$ cat config.mk
export PLATFORM = sky130hd
export DESIGN_NAME = psot_count
export DESIGN_NICKNAME = d
export VERILOG_FILES = /design/src/rtl/periodic_sphere_overlap_test_unit_macros.svh /design/src/rtl/psot_pkg.sv /design/src/rtl/psot_count.sv
export SDC_FILE = /design/constraint.sdc
export NUM_CORES = 2
export LEC_CHECK = 0
export BUFFER_PORTS_ARGS = -buffer_cell sky130_fd_sc_hd__buf_4
export CAP_MARGIN = 20
export CORE_AREA = 2 2 783 785
export DETAILED_ROUTE_END_ITERATION = 7
export DIE_AREA = 0 0 785 787
export PLACE_DENSITY = 0.39
export SLEW_MARGIN = 20
export SYNTH_ARGS = -nofsm -noshare
export SYNTH_HDL_FRONTEND = slang
export SYNTH_SLANG_ARGS = --single-unit
$ cat constraint.sdc
create_clock -name clock -period 6.9 [get_ports clock]
set_input_delay 0.69 -clock clock [delete_from_list [all_inputs] [get_ports clock]]
set_output_delay 0.69 -clock clock [all_outputs]
set_load 0.1 [all_outputs]
$ cat src/rtl/periodic_sphere_overlap_test_unit_macros.svh
// ----------------------------------------------------------------------------
// periodic sphere overlap test unit - assertion macros
// shared concurrent check forms, clocked on clock and held off during reset
// ----------------------------------------------------------------------------
`ifndef PERIODIC_SPHERE_OVERLAP_TEST_UNIT_MACROS_SVH
`define PERIODIC_SPHERE_OVERLAP_TEST_UNIT_MACROS_SVH

// same-cycle implication check
`define PSOT_ASSERT_SAME(label, ante, cons, msg) \
   label: assert property (@(posedge clock) disable iff (reset) (ante) |-> (cons)) \
      else $error(msg);

// next-cycle implication check
`define PSOT_ASSERT_NEXT(label, ante, cons, msg) \
   label: assert property (@(posedge clock) disable iff (reset) (ante) |=> (cons)) \
      else $error(msg);

`endif

$ cat src/rtl/psot_pkg.sv
// ----------------------------------------------------------------------------
// psot_pkg
// types and constants shared by the periodic sphere overlap test unit
// ----------------------------------------------------------------------------
`timescale 1ns / 1ps

package psot_pkg;

   // fixed point formats
   localparam int FRAC_BITS  = 16;
   localparam int SCALE_FRAC = 16;
   // left side of the test is scaled by 4 * 2^(2*SCALE_FRAC)
   localparam int LHS_SHIFT  = 2 + 2 * SCALE_FRAC;

   localparam int CSR_ADDR_W = 4;
   localparam int NUM_IMAGES = 27;
   localparam int NUM_GROUPS = NUM_IMAGES / 3;

   // acceptance to result strobe, in cycles
   localparam int PIPE_LATENCY = 8;

   localparam logic [30:0] BOX_RESET   = 31'(10 << FRAC_BITS);
   localparam logic [19:0] SCALE_RESET = 20'(1 << SCALE_FRAC);

   typedef enum logic [1:0] {
      REG_BOX_X = 2'd0,
      REG_BOX_Y = 2'd1,
      REG_BOX_Z = 2'd2,
      REG_SCALE = 2'd3
   } csr_reg_type;

   typedef struct packed {
      logic signed [31:0] first_x;
      logic signed [31:0] first_y;
      logic signed [31:0] first_z;
      logic        [30:0] first_diam;
      logic signed [31:0] second_x;
      logic signed [31:0] second_y;
      logic signed [31:0] second_z;
      logic        [30:0] second_diam;
   } req_type;

   typedef struct packed {
      logic [4:0] image_hits;
      logic       overlap;
   } rsp_type;

   // live configuration handed to the datapath
   typedef struct packed {
      logic [30:0] box_x;
      logic [30:0] box_y;
      logic [30:0] box_z;
      logic [39:0] scale_sq;
   } cfg_type;

   // per axis offsets of the three images, two's complement, index 0 is -box
   typedef struct packed {
      logic [2:0][33:0] ex;
      logic [2:0][33:0] ey;
      logic [2:0][33:0] ez;
      logic [31:0]      dsum;
   } ofs_type;

   // squared distances of all images and the two halves of the bound
   typedef struct packed {
      logic [NUM_IMAGES-1:0][67:0] dist_sq;
      logic [71:0]                 bound_lo;
      logic [71:0]                 bound_hi;
   } dist_type;

endpackage

$ cat src/rtl/psot_count.sv
// ----------------------------------------------------------------------------
// psot_count
// stages 6-8: final bound, strict compares in groups of three, hit count
// ----------------------------------------------------------------------------
`timescale 1ns / 1ps

module psot_count (
   input  logic               clock,
   input  logic               reset,
   input  logic               in_valid,
   input  psot_pkg::dist_type dst,
   output logic               out_valid,
   output psot_pkg::rsp_type  rsp
);

   localparam int N = psot_pkg::NUM_IMAGES;
   localparam int G = psot_pkg::NUM_GROUPS;
   localparam int SH = psot_pkg::LHS_SHIFT;

   logic                v6_ff, v7_ff, v8_ff;
   logic [103:0]        bound_ff, bound_in;
   logic [N-1:0][67:0]  dist_ff;
   logic [G-1:0][1:0]   grp_ff, grp_in;
   psot_pkg::rsp_type   rsp_ff, rsp_in;

   // stage 6: bound = dsum^2 * scale^2, exact at 104 bits
   assign bound_in = {32'b0, dst.bound_lo} + {dst.bound_hi, 32'b0};

   // stage 7: dist * 4 * 2^32 < bound, counted three images at a time
   always_comb begin
      logic [2:0] hit;
      for (int g = 0; g < G; g++) begin
         for (int k = 0; k < 3; k++) begin
            hit[k] = {2'b00, dist_ff[g*3+k], {SH{1'b0}}} < bound_ff;
         end
         grp_in[g] = {1'b0, hit[0]} + {1'b0, hit[1]} + {1'b0, hit[2]};
      end
   end

   // stage 8: total of nine group counts
   always_comb begin
      logic [4:0] cnt;
      cnt = 5'd0;
      for (int g = 0; g < G; g++) begin
         cnt = cnt + {3'b000, grp_ff[g]};
      end
      rsp_in.image_hits = cnt;
      rsp_in.overlap    = (cnt != 5'd0);
   end

   always_ff @(posedge clock) begin
      if (reset) begin
         v6_ff <= 1'b0;
         v7_ff <= 1'b0;
         v8_ff <= 1'b0;
      end else begin
         v6_ff <= in_valid;
         v7_ff <= v6_ff;
         v8_ff <= v7_ff;
      end
   end

   always_ff @(posedge clock) begin
      bound_ff <= bound_in;
      dist_ff  <= dst.dist_sq;
      grp_ff   <= grp_in;
      rsp_ff   <= rsp_in;
   end

   assign out_valid = v8_ff;
   assign rsp       = rsp_ff;

endmodule

======== Word level (Yosys, flattened, before mapping) ========
Cells that the tools add are included.
storage, ports and cells
  bits in registers ....................... 1967
  bits of input ports ..................... 1983
  output and inout port bits .............. 7
  word-level logic and storage cells ...... 97
cells by class
  $add $sub $neg .......................... 27
  $lt $le $gt $ge ......................... 27
  reduce and logical (&&, ||, !) cells .... 1
operators with widths
  operator                                           number
  102-bit by 104-bit < comparator with 1-bit output  27
  72-bit by 104-bit adder with 104-bit output        1
  5-bit by 2-bit adder with 5-bit output             5
  1-bit by 1-bit adder with 2-bit output             9
  2-bit by 1-bit adder with 2-bit output             9
  4-bit by 2-bit adder with 5-bit output             1
  5-bit nonzero test                                 1
  3-bit by 2-bit adder with 4-bit output             1
  2-bit by 2-bit adder with 3-bit output             1

======== Logic depth before layout (Yosys ltp) ========
  word-level depth ........................ 9
  mapped depth ............................ 13
  depth with buffers taken out ............ 13

======== Worst setup path after synthesis ========
OpenSTA, ideal clock, no wires.
  kind .................................... register -> register
  start ................................... register grp_ff[0] (netlist name)
  end ..................................... register rsp_ff, in the netlist rsp[0]
  data arrival time ....................... 3.710 ns
  setup slack ............................. 3.068 ns
  stages on the path, launching flop included .. 13
  buffers on the path ..................... 0
  clock period less this slack ............ 3.832 ns
  path through ............................ dfxtp_1 -> fa_1 -> inv_1 -> fa_1 -> fa_1 -> fa_1 -> inv_1 -> fa_1 -> fa_1 -> a21o_1 -> a21o_1 -> nor4_1 -> nand2b_1
RTL lines
  element                   RTL line          source
  start: declaration        psot_count.sv:23  logic [G-1:0][1:0] grp_ff, grp_in;
  start signal: assignment  psot_count.sv:66  grp_ff <= grp_in;
  end signal: assignment    psot_count.sv:67  rsp_ff <= rsp_in;
  end: declaration          psot_count.sv:24  psot_pkg::rsp_type rsp_ff, rsp_in;

==> impl_metrics.json <==
{
  "layout_common_cells": "buf_4, dfxtp_1, dlygate4sd3_1",
  "cp-end-kind": "flop",
  "critPathMaxFanout": 14,
  "clk_latency_ns": 0.97,
  "rows": 287,
  "synth_nets": 11000,
  "yosysSeqAreaShare": 0.475,
  "core-area_um2": 609000,
  "final_common_cell": "buf_4",
  "drt_iter0_drc": 4787,
  "fp.dieW_um": 785,
  "cts_tree": "done",
  "initial_core_util": 0.136,
  "dr.pass1.iters": 5,
  "drc": 0,
  "yosys_most_used_dff": "dfxtp_1",
  "hold_buffers": 1904,
  "cts.sinks": 1967,
  "final_area_um2": 139000,
  "clk_pin_slew_ns": 0.06,
  "p_leak_nw": 63.9,
  "grt_busiest_layer": "met2",
  "gr-usage-met1": 0.237,
  "yosys.area.top_type": "dfxtp_1",
  "overflow": 0,
  "dieArea_um2": 618000,
  "cts_made_buffers": 271,
  "grt_use_met2": 0.306,
  "syn_to_final_growth_pct": 67.3,
  "crit_path_start_kind": "flop",
  "slowest_delay_ns": 0.85,
  "setup_violations": 0,
  "io_pins": 1990,
  "clock-skew-final_ns": 0.0692,
  "postSynth.asyncResetShare": 0,
  "crit_slowest_cell": "nor4_2",
  "fmax_mhz": 179,
  "irDropWorstVdd_mv": 0.213,
  "drive_gt1_frac": 0.240,
  "grt_pass1_wl_um": 744000,
  "utilization": 0.228,
  "rsz0062_at_grt": "no",
  "vias": 76000,
  "cts.path.max_buffers": 4,
  "drt-vias-per-instance": 3.82,
  "powerDensity_nw_per_um2": 269,
  "postCtsSetupBuffers": 0,
  "ys_types": 78,
  "gp_congestion": 0.870,
  "fin_nets": 15400,
  "finalMaxSlewViolations": 0,
  "ys_warn_count": 0,
  "dpl.hpwl_um": 486000,
  "drtAntennaViolNets": 0,
  "fin_cells": 19900,
  "timing.final.ws_setup_ns": 1.31,
  "arrival_ns": 6.42,
  "grt_max_degree": 28,
  "ys_top_cells_by_area": "dfxtp_1, ha_1, a21o_1",
  "grt_pass1_vias": 79000,
  "min_path_type": "in -> reg",
  "grt_usage": 0.182,
  "wl_per_cell_um": 29.4,
  "criticalPathCategory": "reg -> reg",
  "synth_edf_count": 0,
  "cap_violations": 0,
  "cts_resized": 0,
  "worstPathCellList": "clkinv_2, buf_4, ha_1, nand4_1, nor4_2, nand3_1, or3_1, a31oi_2, a211oi_2, fa_1",
  "min_period_ns": 5.59,
  "slew-limit-headroom": 0.176,
  "critPathRequiredTime_ns": 7.73,
  "grt_antenna_before_repair": 302,
  "htreeDepth": 5,
  "syn_area_um2": 83000,
  "synth_top_area_share": 0.475,
  "placed_cells": 17400,
  "hold_viol": 0,
  "synth_area_per_cell_um2": 11.6,
  "io_buffer_count": 1989,
  "status": "finished clean",
  "fp.dieH_um": 787,
  "fin_crit_sh": 0.809,
  "grtUsageMet3": 0.0275,
  "worst_pin_slew_ns": 1.23,
  "placed_cell_area_um2": 110000,
  "pre_cts_slack_ns": 0.961,
  "wl_um": 584000,
  "cts-root-buf": "clkbuf_16",
  "netlist_instances": 7141,
  "ys_seq_elements": 1967,
  "whs_ns": 0.134
}
-- critical path: cells and delay by family (launching register included) --
| family | cells | cell delay [ns] |
|---|---|---|
| AOI/OAI and AO/OA | 2 | 0.69 |
| DFF | 1 | 0.32 |
| buffers and inverters | 2 | 1.24 |
| adders and majority gates | 2 | 0.83 |
| and+or+nand+nor | 4 | 2.32 |
-- sequential cells by signal, summed over array words and instances, names as in the netlist --
signal / flops
dist_ff: 1836
v7_ff: 1
rsp: 6
bound_ff: 104
grp_ff: 18
v6_ff: 1
out_valid: 1
-- through the flow --
step	setup TNS, ns	total power [mW]
after floorplan	0	16.5
final	0	37.3
after global placement	-2.98	21.5
after detailed placement	0	21.5
after CTS	0	38.1
after global routing	0	39.2
-- per-layer routing --
metal | vias up | share of wire
met1 | 36300 | 0.45
li1 | 35800 | -
met3 | 907 | 0.049
met4 | 62 | 0.037
met2 | 2920 | 0.47
met5 | - | 0.00069
-- final timing paths --
| kind | startpoint | end | slack, ns | cells after the start |
|---|---|---|---|---|
| max | bound_ff[75] | grp_ff[0] | 1.31 | 10 |
| min | dst[71] | bound_ff[103] | 0.13 | 3 |
| max reg2reg | bound_ff[75] | grp_ff[0] | 1.31 | 10 |
| min reg2reg | v6_ff | v7_ff | 0.44 | 1 |
-- power by group --
part           switching [mW]  internal, mW
clock                    6.25          8.90
combinational            5.69          3.97
sequential              0.456          12.0
total                    12.4          24.9
-- Yosys cell counts, types with 12 or more instances --
cell	instances
dfxtp_1	1967
ha_1	1880
a21o_1	620
a21oi_1	513
nand4_1	344
o21ai_0	237
nand2_1	218
nor2_1	205
inv_1	113
nand3_1	97
nor2b_1	95
nor3_1	78
a211oi_1	56
nor4_1	53
o211ai_1	47
xnor2_1	46
o21ai_1	44
o21a_1	37
and3_1	36
clkbuf_1	34
nand2b_1	32
and4_1	30
a31oi_1	24
a221oi_1	23
fa_1	23
xor2_1	23
or3_1	22
a2111oi_0	21
a211o_1	17
o2111ai_1	17
o21bai_1	16
a41o_1	13
a221o_1	12
-- layout make-up --
| class | count | area [um^2] |
|---|---|---|
| diodes | 119 | 298 |
| clock buffers | 358 | 7580 |
| clock inverters | 128 | 1810 |
| fillers | 65400 | 471000 |
| inverters | 113 | 472 |
| multi-input cells | 5022 | 43600 |
| flip-flops and latches | 1967 | 39400 |
| well taps | 8092 | 10100 |
| repair buffers | 4089 | 35600 |
-- cells by family after synthesis --
kind of cell | synth area share
AOI/OAI and AO/OA | 0.141
xor gates and xnor gates | 0.00728
adders and majority gates | 0.289
buffers and inverters | 0.00694
DFF | 0.475
and+or+nand+nor | 0.0811
No activity file was read; power rests on OpenSTA's default activity.
