File: config.mk
export PLATFORM = sky130hd
export DESIGN_NAME = psot_offset
export DESIGN_NICKNAME = d
export VERILOG_FILES = /design/src/rtl/periodic_sphere_overlap_test_unit_macros.svh /design/src/rtl/psot_pkg.sv /design/src/rtl/psot_offset.sv
export SDC_FILE = /design/constraint.sdc
export NUM_CORES = 1
export LEC_CHECK = 0
export ABC_AREA = 1
export BUFFER_PORTS_ARGS = -buffer_cell sky130_fd_sc_hd__buf_2
export CAP_MARGIN = 25
export CORE_AREA = 3 3 280 282
export DETAILED_ROUTE_END_ITERATION = 8
export DIE_AREA = 0 0 283 285
export PLACE_DENSITY = 0.64
export SLEW_MARGIN = 0
export SYNTH_ARGS = -nofsm -noshare
export SYNTH_HDL_FRONTEND = slang
export SYNTH_SLANG_ARGS = --single-unit
File: constraint.sdc
create_clock -name clock -period 2.47 [get_ports clock]
set_input_delay 0.247 -clock clock [delete_from_list [all_inputs] [get_ports clock]]
set_output_delay 0.247 -clock clock [all_outputs]
set_load 0.02 [all_outputs]
File: src/rtl/periodic_sphere_overlap_test_unit_macros.svh
// ----------------------------------------------------------------------------
// periodic sphere overlap test unit - assertion macros
// shared concurrent check forms, clocked on clock and held off during reset
// ----------------------------------------------------------------------------
`ifndef PERIODIC_SPHERE_OVERLAP_TEST_UNIT_MACROS_SVH
`define PERIODIC_SPHERE_OVERLAP_TEST_UNIT_MACROS_SVH

// same-cycle implication check
`define PSOT_ASSERT_SAME(label, ante, cons, msg) \
   label: assert property (@(posedge clock) disable iff (reset) (ante) |-> (cons)) \
      else $error(msg);

// next-cycle implication check
`define PSOT_ASSERT_NEXT(label, ante, cons, msg) \
   label: assert property (@(posedge clock) disable iff (reset) (ante) |=> (cons)) \
      else $error(msg);

`endif

File: src/rtl/psot_pkg.sv
// ----------------------------------------------------------------------------
// psot_pkg
// types and constants shared by the periodic sphere overlap test unit
// ----------------------------------------------------------------------------
`timescale 1ns / 1ps

package psot_pkg;

   // fixed point formats
   localparam int FRAC_BITS  = 16;
   localparam int SCALE_FRAC = 16;
   // left side of the test is scaled by 4 * 2^(2*SCALE_FRAC)
   localparam int LHS_SHIFT  = 2 + 2 * SCALE_FRAC;

   localparam int CSR_ADDR_W = 4;
   localparam int NUM_IMAGES = 27;
   localparam int NUM_GROUPS = NUM_IMAGES / 3;

   // acceptance to result strobe, in cycles
   localparam int PIPE_LATENCY = 8;

   localparam logic [30:0] BOX_RESET   = 31'(10 << FRAC_BITS);
   localparam logic [19:0] SCALE_RESET = 20'(1 << SCALE_FRAC);

   typedef enum logic [1:0] {
      REG_BOX_X = 2'd0,
      REG_BOX_Y = 2'd1,
      REG_BOX_Z = 2'd2,
      REG_SCALE = 2'd3
   } csr_reg_type;

   typedef struct packed {
      logic signed [31:0] first_x;
      logic signed [31:0] first_y;
      logic signed [31:0] first_z;
      logic        [30:0] first_diam;
      logic signed [31:0] second_x;
      logic signed [31:0] second_y;
      logic signed [31:0] second_z;
      logic        [30:0] second_diam;
   } req_type;

   typedef struct packed {
      logic [4:0] image_hits;
      logic       overlap;
   } rsp_type;

   // live configuration handed to the datapath
   typedef struct packed {
      logic [30:0] box_x;
      logic [30:0] box_y;
      logic [30:0] box_z;
      logic [39:0] scale_sq;
   } cfg_type;

   // per axis offsets of the three images, two's complement, index 0 is -box
   typedef struct packed {
      logic [2:0][33:0] ex;
      logic [2:0][33:0] ey;
      logic [2:0][33:0] ez;
      logic [31:0]      dsum;
   } ofs_type;

   // squared distances of all images and the two halves of the bound
   typedef struct packed {
      logic [NUM_IMAGES-1:0][67:0] dist_sq;
      logic [71:0]                 bound_lo;
      logic [71:0]                 bound_hi;
   } dist_type;

endpackage

File: src/rtl/psot_offset.sv
// ----------------------------------------------------------------------------
// psot_offset
// stages 1-2: centre differences and diameter sum, then image offsets
// ----------------------------------------------------------------------------
`timescale 1ns / 1ps

module psot_offset (
   input  logic              clock,
   input  logic              reset,
   input  logic              in_valid,
   input  psot_pkg::req_type req,
   input  psot_pkg::cfg_type cfg,
   output logic              out_valid,
   output psot_pkg::ofs_type ofs
);

   logic        v1_ff, v2_ff;
   logic [32:0] dx_ff, dx_in;
   logic [32:0] dy_ff, dy_in;
   logic [32:0] dz_ff, dz_in;
   logic [31:0] dsum_ff, dsum_in;
   psot_pkg::ofs_type ofs_ff, ofs_in;

   // stage 1: exact 33 bit differences
   assign dx_in   = {req.first_x[31], req.first_x} - {req.second_x[31], req.second_x};
   assign dy_in   = {req.first_y[31], req.first_y} - {req.second_y[31], req.second_y};
   assign dz_in   = {req.first_z[31], req.first_z} - {req.second_z[31], req.second_z};
   assign dsum_in = {1'b0, req.first_diam} + {1'b0, req.second_diam};

   // stage 2: shift by -box, 0, +box
   always_comb begin
      ofs_in.ex[0] = {dx_ff[32], dx_ff} - {3'b000, cfg.box_x};
      ofs_in.ex[1] = {dx_ff[32], dx_ff};
      ofs_in.ex[2] = {dx_ff[32], dx_ff} + {3'b000, cfg.box_x};
      ofs_in.ey[0] = {dy_ff[32], dy_ff} - {3'b000, cfg.box_y};
      ofs_in.ey[1] = {dy_ff[32], dy_ff};
      ofs_in.ey[2] = {dy_ff[32], dy_ff} + {3'b000, cfg.box_y};
      ofs_in.ez[0] = {dz_ff[32], dz_ff} - {3'b000, cfg.box_z};
      ofs_in.ez[1] = {dz_ff[32], dz_ff};
      ofs_in.ez[2] = {dz_ff[32], dz_ff} + {3'b000, cfg.box_z};
      ofs_in.dsum  = dsum_ff;
   end

   always_ff @(posedge clock) begin
      if (reset) begin
         v1_ff <= 1'b0;
         v2_ff <= 1'b0;
      end else begin
         v1_ff <= in_valid;
         v2_ff <= v1_ff;
      end
   end

   always_ff @(posedge clock) begin
      dx_ff   <= dx_in;
      dy_ff   <= dy_in;
      dz_ff   <= dz_in;
      dsum_ff <= dsum_in;
      ofs_ff  <= ofs_in;
   end

   assign out_valid = v2_ff;
   assign ofs       = ofs_ff;

endmodule

### Word-level counts from Yosys, hierarchy flattened

Cells that the tools add are included.

* add/sub/neg operators: 10

Operators with widths (number)
* 33-bit by 32-bit adder with 34-bit output: 3
* 33-bit by 32-bit subtractor with 34-bit output: 3
* 32-bit by 32-bit subtractor with 33-bit output: 3
* 31-bit by 31-bit adder with 32-bit output: 1

* bits in registers: 468
* input port bits: 390
* output and inout bits: 339

### Longest topological paths before layout

* depth after elaboration: 1
* gate-level depth with buffers: 16
* gate-level depth less buffers: 15

### Worst setup path after synthesis

OpenSTA, ideal clock, no wires.

* kind: reg2reg
* from: register dx_ff[0]
* to: register ofs_ff (netlist bit ofs[332])
* setup time: 113 ps
* arrival: 1623 ps
* data required time: 2357 ps
* path slack: 735 ps
* stages on the path, launching flop included: 11
* path buffers: 0
* cell sequence: dfxtp_1 > ha_1 > inv_1 > fa_1 > o21ai_0 > and2_1 > nand2_1 > nand3_1 > nand2_1 > nand4_1 > nand2_1

RTL lines
* from (decl): RTL line psot_offset.sv:18 `logic [32:0] dx_ff, dx_in;`
* from (signal assigned): RTL line psot_offset.sv:55 `dx_ff <= dx_in;`
* to (signal assigned): RTL line psot_offset.sv:59 `ofs_ff <= ofs_in;`
* to (decl): RTL line psot_offset.sv:22 `psot_pkg::ofs_type ofs_ff, ofs_in;`

==> flow_summary.json <==
{
  "outcome": "finished, final reports clean",
  "seqPwrFrac_pct": 30.4,
  "crit_arrival_ps": 2690,
  "fin_tns_setup_ps": 0,
  "grt_antenna_before_repair": 32,
  "via_per_inst": 4.92,
  "vdd_drop_max_uv": 581,
  "grt_pass1_vias": 34300,
  "fin_nets": 6776,
  "ant_nets": 0,
  "placed_cell_area_um2": 38000,
  "design_area_um2": 40200,
  "hold_viol_final": 0,
  "yosysTopAreaCell": "dfxtp_1",
  "crit_top_cell": "nand2_1",
  "crit_start": "dz_ff[0]",
  "die_height_um": 285,
  "netSwitchingPower_mw": 16.1,
  "critPathLaunchType": "flop",
  "hp-start": "req[134]",
  "drt_iter0_drc": 2335,
  "pwr-share-clk_pct": 24.4,
  "hold_ws_ps": 43.8,
  "synthFlopType": "dfxtp_1",
  "grt_max_degree": 15,
  "core-area_um2": 75900,
  "die_area_um2": 80700,
  "chipWidth_um": 283,
  "drive_gt1_share_pct": 15.5,
  "synthTopCellsByCount": "nand2_1, inv_1, dfxtp_1",
  "post_cts_buffers": 0,
  "min_period_over_period_pct": 88.2,
  "routedWlPerCell_um": 18.1,
  "htreeDepth": 2,
  "clkTransAtPathRegs_ps": 70,
  "yosys_warnings": 0,
  "period_minus_slack_ps": 2180,
  "synth_most_common_cell": "nand2_1",
  "dr.pass1.iters": 7,
  "rsz0062_at_grt": "false",
  "syn_avg_cell_area_um2": 6.29,
  "fin_ws_ps": 290,
  "setup_viol": 0,
  "vias": 35200,
  "max_freq_mhz": 459,
  "synthTopCellsByArea": "dfxtp_1, nand2_1, ha_1",
  "slew_viol_final": 0,
  "critPathKind": "flop to flop",
  "initial_utilization_pct": 44.4,
  "power.internal_mw": 20.5,
  "rows": 101,
  "switching_share_pct": 44.0,
  "hpwl_um": 113000,
  "area_delta_synth_final_pct": 19.1,
  "crit_fanout": 4,
  "grtUsageTotal_pct": 31.0,
  "cp_cell_sequence": "inv_1 -> ha_1 -> inv_1 -> fa_1 -> nand3_1 -> nand2_1 -> nand2_1 -> nand2_2 -> nand2_1 -> nand2_1 -> nand2_1 -> nand2_1 -> nand2_1 -> nand2_1",
  "pre_cts_ws_ps": 293,
  "pwr-share-comb_pct": 45.3,
  "cap_violations": 0,
  "synth_edf_count": 0,
  "synthArstFlopShare_pct": 0,
  "fill_cells": 7885,
  "cts_root_buf": "clkbuf_16",
  "ys_types": 35,
  "clk_path_buf_depth": 3,
  "clk_latency_ps": 610,
  "cts.sinks": 465,
  "wl_um": 130000,
  "synth.top_cell.area_share_pct": 27.6,
  "required_ps": 2980,
  "netlist_instances": 5362,
  "syn_area_um2": 33700,
  "ys_seq_area_share_pct": 27.6,
  "max_slew_margin_pct": 55.3,
  "slowest_stage": "fa_1",
  "reg2reg_from": "dz_ff[0]",
  "worst_slew_pin_slew_ps": 665,
  "synth_seq_cells": 465,
  "overflow": 0,
  "grt_pass1_wl_um": 194000,
  "cts_tree": "built",
  "endpoint_kind": "flop",
  "slowest_delay_ps": 460,
  "p_leak_nw": 23.3,
  "cts_made_buffers": 51,
  "drc": 0,
  "hp-class": "primary input to flop",
  "power_density_nw_per_um2": 912,
  "ioPinCount": 729,
  "routabilityCongestion": 1.01,
  "port-buffer-count": 688,
  "skew_ps": 22.6,
  "power_mw": 36.7,
  "syn-num-nets": 6075
}
==> layout make-up <==
class | count | area, um^2 | share of cell area, %
Antenna cell | 20 | 50.0 | 0.125
Tap cell | 1030 | 1290 | 3.21
Multi-Input combinational cell | 3759 | 19800 | 49.2
Clock buffer | 67 | 1460 | 3.63
Inverter | 1057 | 3970 | 9.87
Clock inverter | 28 | 532 | 1.32
Timing Repair Buffer | 729 | 3800 | 9.44
Sequential cell | 465 | 9310 | 23.2
==> sequential cells by signal, summed over array words and instances (netlist names) <==
name	cells
dsum_ff	32
dy_ff	33
dz_ff	33
out_valid	1
v1_ff	1
dx_ff	33
ofs	332
==> cell usage in the layout, fill, tap and decap left out, types with 73 or more instances in the layout <==
cell     count
nand4_1     75
buf_2      688
xor2_1     137
inv_1     1043
dfxtp_1    465
nor3_1      73
a21oi_1    295
o21ai_0    170
nor2_1     463
nand2_1   1738
nand3_1    246
ha_1       313
==> power by group through the flow <==
| stage | sequential, mW | combinational (mW) | clock [mW] |
|---|---|---|---|
| finish | 11.1 | 16.6 | 8.95 |
| global route | 11.3 | 18.1 | 9.44 |
| CTS | 11.1 | 16.5 | 9.12 |
| detailed placement | 11.3 | 16.4 | 0 |
| global placement | 11.3 | 16.4 | 0 |
| floorplan | 13.2 | 8.45 | 0 |
==> stage by stage <==
| stage | utilization [%] | cells |
|---|---|---|
| 4_1_cts | 52.9 | 7135 |
| 3_5_place_dp | 50.0 | 7022 |
| 5_1_grt | 52.9 | 7143 |
| 6_report | 52.9 | 7155 |
| 2_1_floorplan | - | 5362 |
| 3_3_place_gp | 50.0 | 7022 |
==> critical path: cells and delay by family (launching register included) <==
family	cells	cell delay (ps)
and+or+nand+nor	10	970
adders and majority gates	2	600
DFF	1	350
buffers and inverters	2	180
==> layer usage <==
metal | global-route usage (%) | share of wire [%] | vias to the layer above
met2 | 53.2 | 47 | 1111
met4 | 11.6 | 3.8 | 24
met5 | 0 | 0.12 | -
met3 | 7.07 | 7.3 | 241
li1 | - | - | 17900
met1 | 37.7 | 42 | 16000
==> repair_timing <==
| action | in CTS | in global routing |
|---|---|---|
| hold buffers | 18 | 0 |
| endpoints found under the hold margin | 13 | 0 |
| gates resized for setup | 0 | 0 |
==> cell families (layout without fill, tap and decap cells) <==
| group | after synthesis | after routing | synth area share (%) |
|---|---|---|---|
| AO/OA/AOI/OAI | 552 | 552 | 8.87 |
| XOR/XNOR | 160 | 160 | 4.15 |
| buffers and inverters | 1138 | 1881 | 13.8 |
| other | 0 | 20 | 0 |
| AND/OR/NAND/NOR | 2724 | 2724 | 33.4 |
| flip-flops | 465 | 465 | 27.6 |
| adder cells (fa/ha/maj) | 323 | 323 | 12.2 |
==> worst paths after layout <==
kind                                   end  slack [ps]  depth (start not counted)
worst min-delay path            dsum_ff[7]          40                          3
worst min register to register     ofs[10]         320                          0
worst max-delay path               ofs[64]         290                         14
worst max register to register     ofs[64]         290                         14
Power figures use the tool's default switching activity.
