## config.mk

```make
export PLATFORM = sky130hd
export DESIGN_NAME = psot_csr
export DESIGN_NICKNAME = d
export VERILOG_FILES = /design/src/rtl/periodic_sphere_overlap_test_unit_macros.svh /design/src/rtl/psot_pkg.sv /design/src/rtl/psot_csr.sv
export SDC_FILE = /design/constraint.sdc
export NUM_CORES = 1
export LEC_CHECK = 0
export BUFFER_PORTS_ARGS = -buffer_cell sky130_fd_sc_hd__buf_2
export CELL_PAD_IN_SITES_DETAIL_PLACEMENT = 1
export CELL_PAD_IN_SITES_GLOBAL_PLACEMENT = 1
export CORE_MARGIN = 2
export CORE_UTILIZATION = 38
export CTS_CLUSTER_DIAMETER = 80
export CTS_CLUSTER_SIZE = 30
export DETAILED_ROUTE_END_ITERATION = 10
export HOLD_SLACK_MARGIN = 0.12
export PLACE_DENSITY = 0.75
export SKIP_CTS_REPAIR_TIMING = 1
export SLEW_MARGIN = 20
export SYNTH_ARGS = -nofsm -noshare
export SYNTH_HDL_FRONTEND = slang
export SYNTH_SLANG_ARGS = --single-unit
```

## constraint.sdc

```tcl
create_clock -name clock -period 8.46 [get_ports clock]
set_clock_uncertainty 0.1 [all_clocks]
set_input_delay 0.423 -clock clock [delete_from_list [all_inputs] [get_ports clock]]
set_output_delay 0.423 -clock clock [all_outputs]
set_load 0.005 [all_outputs]
```

## src/rtl/periodic_sphere_overlap_test_unit_macros.svh

```systemverilog
// ----------------------------------------------------------------------------
// periodic sphere overlap test unit - assertion macros
// shared concurrent check forms, clocked on clock and held off during reset
// ----------------------------------------------------------------------------
`ifndef PERIODIC_SPHERE_OVERLAP_TEST_UNIT_MACROS_SVH
`define PERIODIC_SPHERE_OVERLAP_TEST_UNIT_MACROS_SVH

// same-cycle implication check
`define PSOT_ASSERT_SAME(label, ante, cons, msg) \
   label: assert property (@(posedge clock) disable iff (reset) (ante) |-> (cons)) \
      else $error(msg);

// next-cycle implication check
`define PSOT_ASSERT_NEXT(label, ante, cons, msg) \
   label: assert property (@(posedge clock) disable iff (reset) (ante) |=> (cons)) \
      else $error(msg);

`endif

```

## src/rtl/psot_pkg.sv

```systemverilog
// ----------------------------------------------------------------------------
// psot_pkg
// types and constants shared by the periodic sphere overlap test unit
// ----------------------------------------------------------------------------
`timescale 1ns / 1ps

package psot_pkg;

   // fixed point formats
   localparam int FRAC_BITS  = 16;
   localparam int SCALE_FRAC = 16;
   // left side of the test is scaled by 4 * 2^(2*SCALE_FRAC)
   localparam int LHS_SHIFT  = 2 + 2 * SCALE_FRAC;

   localparam int CSR_ADDR_W = 4;
   localparam int NUM_IMAGES = 27;
   localparam int NUM_GROUPS = NUM_IMAGES / 3;

   // acceptance to result strobe, in cycles
   localparam int PIPE_LATENCY = 8;

   localparam logic [30:0] BOX_RESET   = 31'(10 << FRAC_BITS);
   localparam logic [19:0] SCALE_RESET = 20'(1 << SCALE_FRAC);

   typedef enum logic [1:0] {
      REG_BOX_X = 2'd0,
      REG_BOX_Y = 2'd1,
      REG_BOX_Z = 2'd2,
      REG_SCALE = 2'd3
   } csr_reg_type;

   typedef struct packed {
      logic signed [31:0] first_x;
      logic signed [31:0] first_y;
      logic signed [31:0] first_z;
      logic        [30:0] first_diam;
      logic signed [31:0] second_x;
      logic signed [31:0] second_y;
      logic signed [31:0] second_z;
      logic        [30:0] second_diam;
   } req_type;

   typedef struct packed {
      logic [4:0] image_hits;
      logic       overlap;
   } rsp_type;

   // live configuration handed to the datapath
   typedef struct packed {
      logic [30:0] box_x;
      logic [30:0] box_y;
      logic [30:0] box_z;
      logic [39:0] scale_sq;
   } cfg_type;

   // per axis offsets of the three images, two's complement, index 0 is -box
   typedef struct packed {
      logic [2:0][33:0] ex;
      logic [2:0][33:0] ey;
      logic [2:0][33:0] ez;
      logic [31:0]      dsum;
   } ofs_type;

   // squared distances of all images and the two halves of the bound
   typedef struct packed {
      logic [NUM_IMAGES-1:0][67:0] dist_sq;
      logic [71:0]                 bound_lo;
      logic [71:0]                 bound_hi;
   } dist_type;

endpackage

```

## src/rtl/psot_csr.sv

```systemverilog
// ----------------------------------------------------------------------------
// psot_csr
// apb register file: box lengths and scale factor, plus squared scale
// ----------------------------------------------------------------------------
`timescale 1ns / 1ps

module psot_csr (
   input  logic                            clock,
   input  logic                            reset,
   input  logic                            psel,
   input  logic                            penable,
   input  logic                            pwrite,
   input  logic [psot_pkg::CSR_ADDR_W-1:0] paddr,
   input  logic [31:0]                     pwdata,
   output logic [31:0]                     prdata,
   output logic                            pready,
   output psot_pkg::cfg_type               cfg
);

   logic [30:0] box_x_ff, box_x_in;
   logic [30:0] box_y_ff, box_y_in;
   logic [30:0] box_z_ff, box_z_in;
   logic [19:0] scale_ff, scale_in;
   logic [39:0] scale_sq_ff, scale_sq_in;
   logic        wr_en;
   psot_pkg::csr_reg_type sel;

   assign pready = 1'b1;
   assign wr_en  = psel & penable & pwrite;
   assign sel    = psot_pkg::csr_reg_type'(paddr[3:2]);

   always_comb begin
      box_x_in = box_x_ff;
      box_y_in = box_y_ff;
      box_z_in = box_z_ff;
      scale_in = scale_ff;
      if (wr_en) begin
         case (sel)
            psot_pkg::REG_BOX_X: box_x_in = pwdata[30:0];
            psot_pkg::REG_BOX_Y: box_y_in = pwdata[30:0];
            psot_pkg::REG_BOX_Z: box_z_in = pwdata[30:0];
            psot_pkg::REG_SCALE: scale_in = pwdata[19:0];
            default: ;
         endcase
      end
   end

   // squared scale is registered behind the scale register, well before use
   assign scale_sq_in = scale_ff * scale_ff;

   always_ff @(posedge clock) begin
      if (reset) begin
         box_x_ff <= psot_pkg::BOX_RESET;
         box_y_ff <= psot_pkg::BOX_RESET;
         box_z_ff <= psot_pkg::BOX_RESET;
         scale_ff <= psot_pkg::SCALE_RESET;
      end else begin
         box_x_ff <= box_x_in;
         box_y_ff <= box_y_in;
         box_z_ff <= box_z_in;
         scale_ff <= scale_in;
      end
   end

   always_ff @(posedge clock) begin
      scale_sq_ff <= scale_sq_in;
   end

   always_comb begin
      case (sel)
         psot_pkg::REG_BOX_X: prdata = {1'b0, box_x_ff};
         psot_pkg::REG_BOX_Y: prdata = {1'b0, box_y_ff};
         psot_pkg::REG_BOX_Z: prdata = {1'b0, box_z_ff};
         psot_pkg::REG_SCALE: prdata = {12'b0, scale_ff};
         default:             prdata = 32'b0;
      endcase
   end

   assign cfg.box_x    = box_x_ff;
   assign cfg.box_y    = box_y_ff;
   assign cfg.box_z    = box_z_ff;
   assign cfg.scale_sq = scale_sq_ff;

endmodule

```

; Yosys cells after proc, flatten, opt, wreduce, memory -nomap -nowiden
; Cells that the tools add are included.
[classes]
multipliers = 1
eq_ne = 3
muxes = 1
bitwise_logic = 2
n_reduce_logical = 5
[ops]
columns = operator, count
row1 = 32-bit one-hot mux with 4 select lines, 1
row2 = 20-bit by 20-bit multiplier with 40-bit output, 1
row3 = 2-bit AND reduction, 4
row4 = 2-bit equality test (second input constant), 2
row5 = 1-bit bitwise AND, 2
row6 = 2-bit by 1-bit equality test with 1-bit output (second input constant), 1
row7 = 2-bit logical NOT, 1
[totals]
regBits = 153
in_bits = 41
output_inout_bits = 166
word_cells = 17

; Longest topological paths before layout
; Gate-level depths: netlist (run 1).
[logic_depth]
word_depth = 3
ltp_mapped = 27
depth_no_buf = 25

; Worst setup path before layout (run 1)
; OpenSTA, ideal clock, no wires.
[synth_timing]
path_type = reg-to-reg
startpoint = register scale_ff[4]
endpoint = register scale_sq_ff[34]
setup_ps = 121
arrival_time_ps = 6382
required_time_ps = 8239
setup_slack_ps = 1857
stages_incl_launch_ff = 25
path_buffers = 3
synth_period_minus_slack_ps = 6603
path_cell_list = dfxtp_1 > clkbuf_1 > clkbuf_1 > nand2_1 > fa_1 > inv_1 > fa_1 > inv_1 > fa_1 > inv_1 > fa_1 > fa_1 > fa_1 > inv_1 > fa_1 > inv_1 > ha_1 > clkbuf_1 > nand4_1 > a211oi_1 > o21ai_1 > nor3b_1 > nor4b_1 > o21ai_1 > xnor2_1
[synth_between]
elab_chain_len = 1
[synth_lines]
columns = element, line_no
row1 = from (decl), psot_csr.sv:23  ; logic [19:0] scale_ff, scale_in;
row2 = from (signal assigned), psot_csr.sv:56  ; scale_ff <= psot_pkg::SCALE_RESET;
row3 = from (signal assigned), psot_csr.sv:61  ; scale_ff <= scale_in;
row4 = 20-bit by 20-bit multiplier with 40-bit output, psot_csr.sv:49  ; assign scale_sq_in = scale_ff * scale_ff;
row5 = via scale_sq_in[34], psot_csr.sv:24  ; logic [39:0] scale_sq_ff, scale_sq_in;
row6 = to (signal assigned), psot_csr.sv:66  ; scale_sq_ff <= scale_sq_in;
row7 = to (decl), psot_csr.sv:24
; The timed path passes the listed nets, and every way through them passes these cells.
; A chain may end at the register's enable or synchronous reset.

; Final worst setup path (run 1)
[layout_timing]
startpoint = register scale_ff[7]
endpoint = register scale_sq_ff[38]
; The elaborated chain is that of the path after synthesis.

==> results.cfg, run 1 <==
[clock_network]
cts_tree = done
cts-root-buf = clkbuf_16
cts_sinks = 152
cts_inserted_buffers = 17
clk_latency_ns = 0.47
cts_buffer_depth = 2
htree_levels = 4
clk_pin_slew_ns = 0.07

[route]
avgRoutedWirePerCell_um = 19.2
drt_pass1_iterations = 5
ant_nets = 0
viasPerCell = 5.12
vias = 13658
drcViolationCount = 0
totalWireLength_mm = 51.2
drt_iter0_drc = 498

[grt]
overflow = 0
antenna_found_initial = 1
grt_usage = 0.228
grt_max_degree = 114
grt_pass1_vias = 15783
grt_pass1_wl_mm = 83.4

[sta]
slew-limit-headroom = 0.317
period_minus_slack_ns = 7.81
tns_ns = 0
final-setup-viol-count = 0
finalHoldViolations = 0
fmax_mhz = 128
slew_viol_final = 0
timing.hold.ws_ns = 0.115
worst_slew_pin_slew_ns = 1.02
finalCritPeriodShare = 0.923
rsz0062_at_grt = no

[floorplanning]
ios = 207
initial_utilization = 0.385
die_w_um = 216
dieArea_mm2 = 0.0467
core_area_mm2 = 0.0443
rows = 77
die_h_um = 216

[worst_setup_path]
cp_max_fo = 21
critPathArrivalTime_ns = 8.07
crit_type = reg2reg
rr_worst_depth = 19
worst_setup_path_start_kind = flop
critPathRequiredTime_ns = 8.72
worstSetupEndpointType = flop

[yosys]
synth_common_cells = nand2_1 (368), inv_1 (354), fa_1 (279)
yosysTopAreaCell = fa_1
synth_top_area_frac = 0.327
async_reset_ff_frac = 0
yosys_warnings = 0
seq_area_frac_synth = 0.178
netlist_top_cells_area = fa_1 (33%), dfxtp_1 (18%), ha_1 (11%)
synthCells = 1907
syn_area_mm2 = 0.0171
ys_types = 51
synth_area_per_cell_um2 = 8.96
synthFlopType = dfxtp_1
synth_edf_count = 0
ys_seq_elements = 152
post-synth-top-count-cell = nand2_1

[power]
p_per_area_mw_per_mm2 = 87.5
p_leak_nw = 10.3
peakVddDrop_mv = 0.122

[layout]
drive_above_1_share = 0.143
fillers = 5293
layout.nets = 2532
ff_latch_area_mm2 = 0.00304
syn_to_final_growth_pct = 13.2
antennaDiodeCount = 0
multi_input_area_mm2 = 0.0123

[placed_design]
hpwl_mm = 41.0
io_buffers = 200
gp_congestion = 0.828

[flow_run]
cap_violations = 0

[hold_path]
hold_path.class = in2reg
min_path_cells = 3

[status]
status = completed
## flip-flops by register name, summed over array words and instances, names as in the netlist
signal       cells
scale_sq_ff     39
box_x_ff        31
box_y_ff        31
box_z_ff        31
scale_ff        20
## placed cells by master, fill, tap and decap left out, drive strengths merged, types with 2 or more instances in the layout
cell         netlist  final
inv              354    359
maj3               2      2
buf                8    233
nor4b              3      3
a31oi              6      6
ha               151    151
nor2              36     36
a211oi             5      5
a21o              22     22
nor3               5      5
nand2b             6      6
dlygate4sd3        0      3
dfxtp            152    152
xor2              19     19
clkbuf            94     20
o31ai              7      7
o21bai             8      8
nand3             13     13
a21oi            148    148
o21a               4      4
nand4             11     11
nand3b             7      7
and2              72     72
or2                3      3
bufinv             0      2
and3               2      2
mux4              20     20
nor2b             11     11
clkinv             0      4
o21ai             29     29
conb               2      3
o211ai             3      3
xnor2             34     34
o311ai             2      2
nand2            368    368
fa               279    279
mux2i             12     12
## critical path: stages (launching register included)
cell	delay, ns
dfxtp_1	1.00
nand2_1	0.28
fa_1	0.57
fa_1	0.52
fa_1	0.55
inv_1	0.06
fa_1	0.58
fa_1	0.45
fa_1	0.49
inv_1	0.05
fa_1	0.51
inv_1	0.05
ha_1	0.47
nand4_1	0.22
a211oi_1	0.26
o21ai_1	0.19
nor3b_1	0.26
nor4b_1	0.73
o21ai_1	0.20
xnor2_1	0.17
## final cells by class
class / count / share of cell area
tap: 592 / 0.0383
clock buffer: 20 / 0.0231
multi-input combinational: 1300 / 0.638
timing repair buffer: 236 / 0.0665
inverter: 354 / 0.0688
sequential: 152 / 0.157
clock inverter: 12 / 0.00835
## metrics by stage
step	worst slack, ns	power (W)	util	instance area [um^2]	instances
global placement	1.05	0.000882	0.422	18700	2631
floorplan	1.86	0.000826	-	17100	1908
global route	0.391	0.00176	0.436	19300	2666
finish	0.648	0.00169	0.436	19300	2666
CTS	0.681	0.00171	0.435	19300	2663
detailed placement	0.698	0.000886	0.422	18700	2631
## routing by layer
metal | GRT usage | vias up | part of all wire
li1 | - | 6178 | -
met1 | 0.260 | 7085 | 0.39
met2 | 0.427 | 288 | 0.54
met3 | 0.0317 | 105 | 0.034
met4 | 0.0897 | 2 | 0.031
met5 | 0 | - | 0.00025
## final timing paths
path,startpoint,end,slack (ns)
worst max register to register,scale_ff[7],scale_sq_ff[38],0.65
worst min register to register,box_z_ff[16],box_z_ff[16],0.37
worst min-delay path,pwdata[21],box_x_ff[21],0.11
worst max-delay path,scale_ff[7],scale_sq_ff[38],0.65
## kinds of logic after synthesis
family                     Yosys count  synth area share
other                                2          0.000440
AOI/OAI and AO/OA                  239            0.0811
and+or+nand+nor                    540             0.139
buffers and inverters              456             0.101
adders and majority gates          432             0.439
muxes                               33            0.0341
xor gates and xnor gates            53            0.0272
DFF                                152             0.178
## where the power goes
part           switching, W  total, W  leakage, nW  internal, W
logic             0.0000827  0.000133         8.74    0.0000505
clock network      0.000366  0.000820        0.294     0.000454
registers         0.0000108  0.000737         1.23     0.000727
Power figures use the tool's default switching activity.
==> inputs of run 2 (changes only) <==
Clock period 8.46 ns to 7.22 ns, I/O delays scaled along.
==> run 2 against run 1 <==
  * Sequential share of layout area down 0.43 points
  * Final area up 3.1%
  * Critical endpoint is now scale_sq_ff[36]
  * Routed wire length grew 0.28%
  * Global-route usage fell by 0.18 points
  * Power increased by 20%
==> results.cfg, run 2 (synthesis results as in run 1) <==
[layout]
largest_register_ffs = 39
mostFrequentLayoutCells = nand2_1 (368), inv_1 (354), fa_1 (279), buf_2 (199), ha_1 (151)
regMostFlops = scale_sq_ff
fillers = 5313
antennaDiodeCount = 0
layout.nets = 2593
multi_input_area_mm2 = 0.0123
instances_no_fill = 2727
drive_above_1_share = 0.160
ff_latch_area_mm2 = 0.00305
final_common_cell = nand2_1
syn_to_final_growth_pct = 16.6

[route]
viasPerCell = 5.06
drt_pass1_iterations = 4
vias = 13810
totalWireLength_mm = 51.3
drcViolationCount = 0
drt_iter0_drc = 562
ant_nets = 0
avgRoutedWirePerCell_um = 18.8

[sta]
fmax_mhz = 145
finalCritPeriodShare = 0.952
worst_slew_pin_slew_ns = 0.867
slew-limit-headroom = 0.421
slew_viol_final = 0
rsz0062_at_grt = no
finalHoldViolations = 0
period_minus_slack_ns = 6.88
tns_ns = 0
final-setup-viol-count = 0

[worst_setup_path]
critPathRequiredTime_ns = 7.52
critical-path-max-stage-delay_ns = 0.55
path_common_cell = fa_1
worst_setup_path_start_kind = flop
slowest_stage = fa_1
cp_max_fo = 5
crit_type = reg2reg
worstSetupEndpointType = flop
path_cells = inv_1, buf_4, nor2_1, fa_1, inv_1, fa_1, fa_1, inv_1, fa_1, fa_1, fa_1, inv_1, fa_1, inv_1, ha_1, a21o_1, a31oi_1, o21ai_1, nor4b_2, buf_4, o31ai_1, buf_4, a211oi_1, xnor2_1
critPathArrivalTime_ns = 7.17

[floorplanning]
dieArea_mm2 = 0.0467
initial_utilization = 0.385
core_area_mm2 = 0.0443
rows = 77
die_h_um = 216
ios = 207
die_w_um = 216

[grt]
use_met3 = 0.0233
grt_usage = 0.226
grt_max_degree = 114
grt_pass1_vias = 15758
antenna_found_initial = 0
grt_util_met1 = 0.262
grt_pass1_wl_mm = 82.8
overflow = 0
use_met2 = 0.429
busiest_layer = met2

[clock_network]
htree_levels = 4
cts_sinks = 152
cts_tree = done
cts_inserted_buffers = 17
clk_pin_slew_ns = 0.08
cts_buffer_depth = 2
cts-root-buf = clkbuf_16
clk_latency_ns = 0.48

[power]
p_per_area_mw_per_mm2 = 102
power.total_w = 0.00202
p_leak_nw = 10.6
peakVddDrop_mv = 0.138

[status]
status = completed

[placed_design]
io_buffers = 200
hpwl_mm = 40.7
gp_congestion = 0.840
placed_cells = 2664

[hold_path]
hold_path.class = in2reg

[flow_run]
cap_violations = 0
[run 2: per-stage QoR]
step                hold slack [ns]  setup WS, ns  utilization  instance area [um^2]
floorplan                     0.279         0.617            -                 17100
global placement              0.353         0.224        0.427                 18900
detailed placement            0.363        0.0718        0.427                 18900
CTS                          0.0249      -0.00599        0.442                 19600
global route                  0.371       0.00761        0.450                 19900
finish                        0.335         0.344        0.450                 19900
[run 2: final timing paths]
check / cells after the start / slack [ns] / startpoint / endpoint
max reg2reg: 24 / 0.34 / scale_ff[12] / scale_sq_ff[36]
min: 2 / 0.33 / reset / box_x_ff[30]
max: 24 / 0.34 / scale_ff[12] / scale_sq_ff[36]
min reg2reg: 2 / 0.38 / box_z_ff[16] / box_z_ff[16]
[run 2: power by group]
group	leakage (nW)	switching [W]	internal [W]	total [W]
Clock	0.308	0.000456	0.000530	0.000986
Sequential	1.23	0.0000111	0.000851	0.000862
Combinational	9.03	0.000103	0.0000720	0.000175
Total	10.6	0.000570	0.00145	0.00202
[run 2: critical path: cells and delay by family (launching register included)]
kind	cells	cell delay [ns]
compound gates	5	1.10
xor+xnor	1	0.16
flops	1	0.41
buf+inv	8	0.87
simple gates	2	0.44
fa+ha+maj	8	3.74
[run 2: metal layers]
| metal | vias up | share of wire |
|---|---|---|
| met5 | - | 0 |
| met4 | 0 | 0.028 |
| met3 | 89 | 0.029 |
| met2 | 277 | 0.54 |
| met1 | 7139 | 0.40 |
| li1 | 6305 | - |
[run 2: final cells by class]
class	count	area share
repair buffers	297	0.0916
well taps	592	0.0372
clock inverters	15	0.0103
multi-input cells	1300	0.620
inverters	354	0.0667
flip-flops and latches	152	0.153
clock buffers	17	0.0214
==> inputs of run 3 (changes only) <==
Settings changed: CORE_UTILIZATION 38 to 46, PLACE_DENSITY 0.75 to 0.87.
==> run 3 against run 2 <==
  * Die area is 17% lower
  * Count of clock-buffer cells in the layout is 3 higher
  * Sequential cell count stayed put
  * Sequential power hardly changed
  * Global-route usage is 8.6 points higher
  * Sequential share of layout area is 0.29 points higher
  * First-iteration DRC count is 96% higher
  * Setup slack worse by 0.16 ns
  * Final area is 1.5% lower
  * Largest power group unchanged
  * Register-to-register slack worse by 0.16 ns
  * Via count is 8.7% higher
  * Power is 0.73% lower
==> results.cfg, run 3 (synthesis results as in run 1) <==
[floorplanning]
ios = 207
die_w_um = 197
core_area_mm2 = 0.0366
dieArea_mm2 = 0.0387
die_h_um = 197
rows = 70
initial_utilization = 0.467

[power]
internal_power_w = 0.00142
p_seq_frac = 0.430
p_leak_nw = 10.5
p_comb_frac = 0.092
peakVddDrop_mv = 0.133
p_switching_w = 0.000588
power_frac_clock = 0.478
p_per_area_mw_per_mm2 = 102
swShare = 0.293

[worst_setup_path]
crit_type = reg2reg
rr_worst_depth = 22
worstSetupEndpointType = flop
critPathArrivalTime_ns = 7.30
r2r_slack_ns = 0.18
r2r_end = scale_sq_ff[37]
critPathRequiredTime_ns = 7.48
cp_max_fo = 9
setup.worst_path.start = scale_ff[9]
timing.rr.start = scale_ff[9]
worst_setup_path_start_kind = flop

[clock_network]
cts_buffer_depth = 2
cts-root-buf = clkbuf_16
cts_sinks = 152
htree_levels = 4
clk_latency_ns = 0.48
cts_tree = done
cts_inserted_buffers = 17
clk_pin_slew_ns = 0.08

[layout]
fillers = 4254
final_common_cell = nand2_1
mostFrequentLayoutCells = nand2_1 (368), inv_1 (354), fa_1 (279), buf_2 (199), ha_1 (151)
antennaDiodeCount = 0
fin_area_mm2 = 0.0196
layout.nets = 2582
drive_above_1_share = 0.155
syn_to_final_growth_pct = 14.9
multi_input_area_mm2 = 0.0123
regMostFlops = scale_sq_ff
ff_latch_area_mm2 = 0.00306
largest_register_ffs = 39
instances_no_fill = 2592

[route]
avgRoutedWirePerCell_um = 24.0
totalWireLength_mm = 62.1
vias = 15008
ant_nets = 0
drcViolationCount = 0
drt_pass1_iterations = 5
drt_iter0_drc = 1101
viasPerCell = 5.79

[grt]
grt_pass1_vias = 16772
overflow = 0
antenna_found_initial = 0
busiest_layer = met2
grt_usage = 0.312
grt_max_degree = 114
grt_pass1_wl_mm = 91.3
use_met3 = 0.0495
grt_util_met1 = 0.332
use_met2 = 0.572

[placed_design]
hpwl_mm = 44.0
io_buffers = 200
gp_congestion = 0.893
placed_area_mm2 = 0.0187
placed_cells = 2529
dpl_worst_slack_ns = 0.0727

[hold_path]
min_path_cells = 2
hp-start = reset
hold_path.class = in2reg
hold_path_end = box_x_ff[28]

[sta]
period_minus_slack_ns = 7.04
slew-limit-headroom = 0.380
timing.hold.ws_ns = 0.355
finalHoldViolations = 0
finalCritPeriodShare = 0.975
slew_viol_final = 0
tns_ns = 0
worst_slew_pin_slew_ns = 0.927
fmax_mhz = 142
layout_setup_ws_ns = 0.179
final-setup-viol-count = 0

[flow_run]
cap_violations = 0

[status]
status = completed
-- run 3: cell types whose count changed in the layout (fill, tap and decap cells not counted), sizes merged --
cell / change
buf: -11
bufinv: -1
clkbuf: +3
clkinv: -3
clkinvlp: +1
-- run 3: power groups by stage --
stage | registers, W | clock network (W) | logic [W]
after floorplan | 0.000878 | 0 | 0.0000896
after global placement | 0.000881 | 0 | 0.000151
after detailed placement | 0.000882 | 0 | 0.000161
after CTS | 0.000863 | 0.000954 | 0.000164
after global routing | 0.000864 | 0.00100 | 0.000197
final | 0.000863 | 0.000961 | 0.000184
-- run 3: cell type report --
| cell class | count | share of cell area |
|---|---|---|
| well taps | 468 | 0.0298 |
| inverters | 354 | 0.0677 |
| flip-flops and latches | 152 | 0.156 |
| clock buffers | 20 | 0.0228 |
| clock inverters | 12 | 0.00669 |
| multi-input cells | 1300 | 0.629 |
| repair buffers | 286 | 0.0884 |
-- run 3: how the worst max path moves through the flow --
stage                      end  slack [ns]
2_1_floorplan  scale_sq_ff[34]        0.62
3_3_place_gp   scale_sq_ff[33]        0.33
3_5_place_dp   scale_sq_ff[36]        0.07
4_1_cts        scale_sq_ff[36]        0.01
5_1_grt        scale_sq_ff[37]       -0.04
6_report       scale_sq_ff[37]        0.18
-- run 3: per-layer routing --
layer  vias up  routed length [um]
met3       336                3820
li1       6268                   -
met2       780               32300
met1      7624               21100
met4         0                4850
met5         -                   0
-- run 3: worst max-delay path, cell delays in order (launching register included) --
cell,delay (ns)
dfxtp_2,0.48
and2_1,0.24
inv_1,0.10
fa_1,0.53
fa_1,0.56
inv_1,0.06
fa_1,0.57
inv_1,0.08
fa_1,0.56
fa_1,0.44
fa_1,0.49
inv_1,0.05
fa_1,0.44
ha_1,0.39
a21o_1,0.22
o21bai_2,0.21
a211oi_1,0.28
nor3_1,0.12
o311ai_1,0.28
buf_4,0.18
a21o_1,0.26
o21ai_2,0.10
xor2_1,0.15
-- run 3: stage by stage --
stage | util | power (W)
floorplan | - | 0.000968
global placement | 0.511 | 0.00103
detailed placement | 0.511 | 0.00104
CTS | 0.526 | 0.00198
global route | 0.536 | 0.00206
finish | 0.536 | 0.00201
